--- config.mk ---
export PLATFORM = sky130hd
export DESIGN_NAME = pfbrg_sqrt
export DESIGN_NICKNAME = d
export VERILOG_FILES = /design/src/sv/pfbrg_pkg.sv /design/src/sv/pfbrg_sqrt.sv
export SDC_FILE = /design/constraint.sdc
export NUM_CORES = 2
export LEC_CHECK = 0
export BUFFER_PORTS_ARGS = -buffer_cell sky130_fd_sc_hd__buf_4
export CORE_ASPECT_RATIO = 2
export CORE_MARGIN = 8
export CORE_UTILIZATION = 35
export DETAILED_ROUTE_END_ITERATION = 10
export GPL_TIMING_DRIVEN = 0
export PLACE_DENSITY = 0.46
export SYNTH_ARGS = -nofsm -noshare
export SYNTH_HDL_FRONTEND = slang
export SYNTH_SLANG_ARGS = --single-unit
export TNS_END_PERCENT = 30
--- constraint.sdc ---
create_clock -name i_clk -period 4.5 [get_ports i_clk]
set_input_delay 1.35 -clock i_clk [delete_from_list [all_inputs] [get_ports i_clk]]
set_output_delay 1.35 -clock i_clk [all_outputs]
set_load 0.005 [all_outputs]
--- src/sv/pfbrg_pkg.sv ---
// ----------------------------------------------------------------------------
// pfbrg_pkg
// Shared types, register indexes and helpers for the penalized FB kernel.
// ----------------------------------------------------------------------------
package pfbrg_pkg;

    typedef struct packed {
        logic signed [31:0] margin;
        logic signed [31:0] dual;
        logic signed [31:0] prior_dual;
    } t_in_item;

    typedef struct packed {
        logic signed [31:0] residual;
        logic signed [31:0] grad_first;
        logic signed [31:0] grad_scaled;
        logic signed [31:0] grad_ratio;
        logic               divide_fault;
    } t_out_item;

    // Stage enable and the valid bit that enters the first stage of a unit
    typedef struct packed {
        logic en;
        logic valid;
    } t_stage_ctl;

    localparam int          CFG_IDX_W = 2;
    localparam int          CFG_DATA_W = 31;
    localparam logic [1:0]  CFG_BLEND = 2'd0;
    localparam logic [1:0]  CFG_PROX  = 2'd1;
    localparam logic [1:0]  CFG_RTOL  = 2'd2;

    localparam logic [16:0] BLEND_RST = 17'd62259;
    localparam logic [30:0] PROX_RST  = 31'd66;
    localparam logic [16:0] RTOL_RST  = 17'd1;
    localparam logic [16:0] ALPHA_ONE = 17'd65536;

    localparam logic signed [31:0] S32_MAX = 32'sh7FFF_FFFF;
    localparam logic signed [31:0] S32_MIN = 32'sh8000_0000;
    localparam logic [47:0]        PP_CLAMP = 48'h7FFF_FFFF_FFFF;
    localparam longint             INV_SQRT2_Q30 = 64'sd759250125;

    function automatic logic signed [31:0] sat32(input logic signed [71:0] x);
        logic signed [31:0] res;
        if (x > 72'(S32_MAX)) begin
            res = S32_MAX;
        end else if (x < 72'(S32_MIN)) begin
            res = S32_MIN;
        end else begin
            res = x[31:0];
        end
        return res;
    endfunction

    function automatic logic [31:0] abs32(input logic signed [31:0] x);
        logic [31:0] res;
        res = x[31] ? unsigned'(32'sd0 - x) : unsigned'(x);
        return res;
    endfunction

endpackage

--- src/sv/pfbrg_sqrt.sv ---
// ----------------------------------------------------------------------------
// pfbrg_sqrt
// Pipelined floor square root of a 64-bit value, one root bit per stage.
// ----------------------------------------------------------------------------
module pfbrg_sqrt #(
    parameter int TW = 1
) (
    input  logic                  i_clk,
    input  logic                  i_rst_n,
    input  pfbrg_pkg::t_stage_ctl i_ctl,
    input  logic [63:0]           i_rad,
    input  logic [TW-1:0]         i_tag,
    output logic                  o_valid,
    output logic [31:0]           o_root,
    output logic [TW-1:0]         o_tag
);

    localparam int NS = 32;

    logic          r_v    [NS];
    logic [31:0]   r_root [NS];
    logic [TW-1:0] r_tag  [NS];
    logic [32:0]   r_rem  [NS-1];
    logic [63:0]   r_rest [NS-1];

    for (genvar g = 0; g < NS; g++) begin : g_stage
        logic [32:0]   p_rem;
        logic [31:0]   p_root;
        logic [63:0]   p_rest;
        logic          p_v;
        logic [TW-1:0] p_tag;
        logic [34:0]   acc;
        logic [34:0]   trial;
        logic          ge;
        logic [34:0]   n_rem;
        logic [31:0]   n_root;

        if (g == 0) begin : g_head
            assign p_rem  = '0;
            assign p_root = '0;
            assign p_rest = i_rad;
            assign p_v    = i_ctl.valid;
            assign p_tag  = i_tag;
        end else begin : g_body
            assign p_rem  = r_rem[g-1];
            assign p_root = r_root[g-1];
            assign p_rest = r_rest[g-1];
            assign p_v    = r_v[g-1];
            assign p_tag  = r_tag[g-1];
        end

        // bring down the next two radicand bits and try root*4+1
        assign acc    = {p_rem, p_rest[63:62]};
        assign trial  = {1'b0, p_root, 2'b01};
        assign ge     = acc >= trial;
        assign n_rem  = ge ? acc - trial : acc;
        assign n_root = {p_root[30:0], ge};

        always_ff @(posedge i_clk) begin
            if (!i_rst_n) begin
                r_v[g] <= 1'b0;
            end else if (i_ctl.en) begin
                r_v[g] <= p_v;
            end
        end

        always_ff @(posedge i_clk) begin
            if (i_ctl.en) begin
                r_root[g] <= n_root;
                r_tag[g]  <= p_tag;
            end
        end

        if (g < NS - 1) begin : g_carry
            always_ff @(posedge i_clk) begin
                if (i_ctl.en) begin
                    r_rem[g]  <= n_rem[32:0];
                    r_rest[g] <= {p_rest[61:0], 2'b00};
                end
            end
        end
    end

    assign o_valid = r_v[NS-1];
    assign o_root  = r_root[NS-1];
    assign o_tag   = r_tag[NS-1];

endmodule

Yosys cells after proc, flatten, opt, wreduce, memory -nomap -nowiden

Memory sizes are Yosys's and may differ from the RTL's.
Index checks and enable logic that the tools add are counted.

Register bits: 0
Memory bits (writable): 4033
Memories kept: 5
ROM bits: 0
Output and inout bits: 34
Latch bits: 0
Logic and storage cells: 168

Memory list:

| name   | words | width | read ports | clocked after Yosys merged registers in | wr ports | RTL line         | RTL |
|---|---|---|---|---|---|---|---|
| r_rest | 31    | 62    | 31         | 0                                       | 31       | pfbrg_sqrt.sv:24 | `logic [63:0] r_rest [NS-1];` |
| r_root | 32    | 32    | 32         | 0                                       | 32       | pfbrg_sqrt.sv:21 | `logic [31:0] r_root [NS];` |
| r_rem  | 31    | 33    | 31         | 0                                       | 31       | pfbrg_sqrt.sv:23 | `logic [32:0] r_rem [NS-1];` |
| r_tag  | 32    | 1     | 32         | 0                                       | 32       | pfbrg_sqrt.sv:22 | `logic [TW-1:0] r_tag [NS];` |
| r_v    | 32    | 1     | 32         | 0                                       | 32       | pfbrg_sqrt.sv:20 | `logic r_v [NS];` |

Muxes and demuxes: 68
$add $sub $neg: 31
Div/mod/pow operators: 0
Equal/unequal tests: 0
$lt $le $gt $ge: 32
Reduce and logical (&&, ||, !) cells: 0
Shifts and indexed selects: 0
Bitwise gates (word level): 32
$mul: 0

Operators with widths:

| operator              | number |
|---|---|
| $ge A35 B34 Y1        | 31 |
| $mux W33              | 31 |
| $sub A33 B33 Y33      | 30 |
| $mux W1               | 37 |
| $or A1 B1 Y1          | 32 |
| $sub A2 B1 Y3 const B | 1 |
| $ge A2 B1 Y1 const B  | 1 |

Longest topological paths before layout

Word-level depth: 4
Depth in mapped cells: 15
Mapped depth without buffers: 14

Least setup slack after synthesis

Ideal clock, no wire load.

Path kind: flip-flop to flip-flop
From: memory r_rem[28][0] (netlist: r_rem[14][0])
To: memory r_rem[29][15] (netlist: r_rem[14][48]) (data pin)
Path buffers: 2
Period minus slack after synthesis: 3.350 ns
Data required time: 4.240 ns
Cell stages (with the launch flop): 13
Arrival: 3.090 ns
Slack: 1.150 ns
Cells stage by stage: edfxtp_1 -> ha_1 -> o21a_1 -> o21ai_0 -> o21ai_0 -> a21oi_1 -> o221ai_1 -> a41oi_1 -> a311oi_1 -> or2_2 -> buf_2 -> buf_2 -> mux2_2

RTL lines:

| element         | RTL line |
|---|---|
| start, declared | pfbrg_sqrt.sv:23 |

==> flow_summary.yaml <==
job:
  maxCapViolations: 0
drt:
  dr.pass1.iters: 6
  routed_via_density: 5.05
  vias: 70200
  ant_nets: 0
  drcViolationCount: 0
  totalWireLength_um: 312000
  wire_per_inst_um: 22.5
  drtIter0Drc: 3293
finish:
  drive_gt1_share_pct: 8.77
  fill_cells: 31100
  final_nets: 9926
  mostFrequentLayoutCells: "edfxtp_1 (2558), inv_1 (691), nor2_1 (566)"
  layout_commonest_cell: "edfxtp_1"
  utilization_pct: 39.9
  multi_input_area_um2: 37800
  area_growth_pct: 13.6
  seq_area_um2: 76800
  instances_no_fill: 13900
synth:
  synth_edf_count: 2558
  synth-seq-cells: 2559
  synth.net_count: 9539
  syn_avg_cell_area_um2: 13.2
  synth_area_um2: 117000
  netlist_top_cells_area: "edfxtp_1 (65%), ha_1 (6.0%), xor2_1 (3.0%), xnor2_1 (2.9%), a21oi_1 (2.4%)"
  ys_types: 98
  synth_top_area_cell: "edfxtp_1"
  syn_inst: 8909
  synth_warnings: 0
  synth_top_cell_area_share_pct: 65.5
  async_flop_share_pct: 0
  ys_seq_area_share_pct: 65.5
  synthFlopType: "edfxtp_1"
min_path:
  hp-class: "reg2reg"
  min_from: "r_rest[17][59]"
  hold_depth: 0
  min_to: "r_rest[18][61]"
clocking:
  hold_buffers: 0
  cts_sinks: 2559
  cts-root-buf: "clkbuf_16"
  cts-buffers-inserted: 246
  htreeDepth: 4
  clk_pin_slew_worst_paths_ps: 70
  clk_latency_ps: 940
  cts_buffer_depth: 4
  cts_tree: "yes"
place:
  gp_congestion: 0.990
  dp_cells: 13400
  port_buffers: 102
  hpwl_um: 239000
worst_setup_path:
  cp-end-kind: "register"
  start_kind: "register"
  cp_max_fo: 4
  r2r_start: "r_rem[12][42]"
  rr_worst_depth: 10
  cp.required_ps: 5190
  r2r_slack_ps: -90
  worstPathArrival_ps: 5270
  path_class: "reg2reg"
  reg2reg_to: "r_rem[13][28]"
global_route:
  antenna_found_initial: 8
  grt-ovfl-total: 0
  gr-usage-all-layers_pct: 16.9
  grt_max_degree: 188
  grt_pass1_wl_um: 447000
  grt_pass1_vias: 75600
sta:
  period_needed_ps: 4590
  maxSlewHeadroom_pct: 13.5
  max_freq_mhz: 218
  setup_viol: 2
  hold_viol: 0
  fin_crit_sh_pct: 102
  setup_ws_ps: -87.8
  drv_slew: 0
  tightest_slew_ps: 1300
  skew_ps: 132
  rsz0062_at_grt: "yes"
pwr:
  power_density_nw_per_um2: 510
  p_leak_uw: 0.0502
  p_total_uw: 68000
  irDropWorstVdd_uv: 338
floorplan:
  dieHeight_um: 835
  core_area_um2: 334000
  ioPinCount: 103
  die_w_um: 425
  rows: 300
  start_util_pct: 35.2
  dieArea_um2: 355000
status:
  status: "complete, but fails checks"
  violations: "setup timing"
## registers in the layout, indices dropped and copies added, names as in the netlist
register and flops:
r_rest 992, r_root 528, r_v 32, r_rem 975
r_tag 32
## power by group
part	leakage (µW)	total, µW	switching, µW	internal, µW
Sequential	0.0247	31800	1750	30100
Clock	0.00398	21500	9260	12300
Combinational	0.0216	14600	8920	5690
## final cells by class
class,instances,share of cell area (%)
well taps,4379,4.11
multi-input cells,5489,28.3
plain buffers,162,0.591
inverters,696,1.96
clock inverters,167,1.36
repair buffers,142,1.15
diodes,25,0.0469
flip-flops and latches,2559,57.7
clock buffers,285,4.78
## metrics by stage
step / hold slack [ps] / setup TNS [ps] / setup WS, ps / cell area (µm²)
after global routing: 374 / -493 / -105 / 133000
after CTS: 362 / -13640 / -145 / 133000
after floorplan: 400 / 0 / 1150 / 117000
after detailed placement: 405 / -930500 / -2590 / 124000
after global placement: 400 / - / -22170 / 124000
final: 374 / -135 / -87.8 / 133000
## critical path: stages, from the launching register on
cell and delay (ps):
edfxtp_1 430, ha_1 380, a21o_1 200, a21oi_1 580
o221ai_1 430, a211oi_4 540, nand3_2 350, a21oi_1 440
o31ai_1 260, or4b_2 650, nand2_1 80
## logic make-up after synthesis
family / after synthesis / synth area share [%]
XOR/XNOR: 796 / 5.94
multiplexers: 97 / 0.916
AO/OA/AOI/OAI: 1721 / 8.98
adder cells (fa/ha/maj): 561 / 5.98
other: 1 / 0.00320
flip-flops: 2559 / 65.5
AND/OR/NAND/NOR: 2313 / 9.90
buffers and inverters: 861 / 2.79
## cells in the mapped netlist (all sizes together) (37+ instances only)
cell / number
o211ai: 37
nor2: 573
nor2b: 93
nand4: 81
o21a: 105
o21bai: 48
nor3: 211
inv: 695
a21oi: 559
and3: 73
a21o: 213
edfxtp: 2558
or3: 88
nand3: 150
or2: 49
nand2b: 129
mux2: 83
or4: 63
ha: 561
nor4: 108
and2: 38
o31ai: 52
a211oi: 37
nand2: 557
xor2: 407
o21ai: 457
xnor2: 389
clkbuf: 130
a31oi: 43
## repair_timing
item	4_1_cts	5_1_grt
setup buffers	12	0
resized for setup	170	20
setup endpoints to repair	694	400
cloned	0	3
hold endpoints to repair	0	0
pin swaps	10	1
## per-layer routing
layer / global-route usage, % / vias to the layer above / routed length [µm]
li1: - / 33600 / -
met1: 10.2 / 34300 / 74100
met2: 38.5 / 1311 / 198000
met3: 1.77 / 942 / 6870
met4: 15.3 / 0 / 33100
met5: 0 / - / 0
## worst max-delay path by stage
stage / start / end / slack, ps / cells past startpoint
floorplan: r_rem[14][0] / r_rem[14][48] / 1150 / 12
global placement: i_ctl[1] / r_rem[15][30] / -22170 / 1
detailed placement: r_root[29][0] / r_rem[15][21] / -2590 / 13
CTS: i_ctl[1] / r_root[31][31] / -150 / 6
global route: r_rem[12][35] / r_rem[13][15] / -110 / 13
finish: r_rem[12][42] / r_rem[13][28] / -90 / 10
No activity file was read; power rests on OpenSTA's default activity.
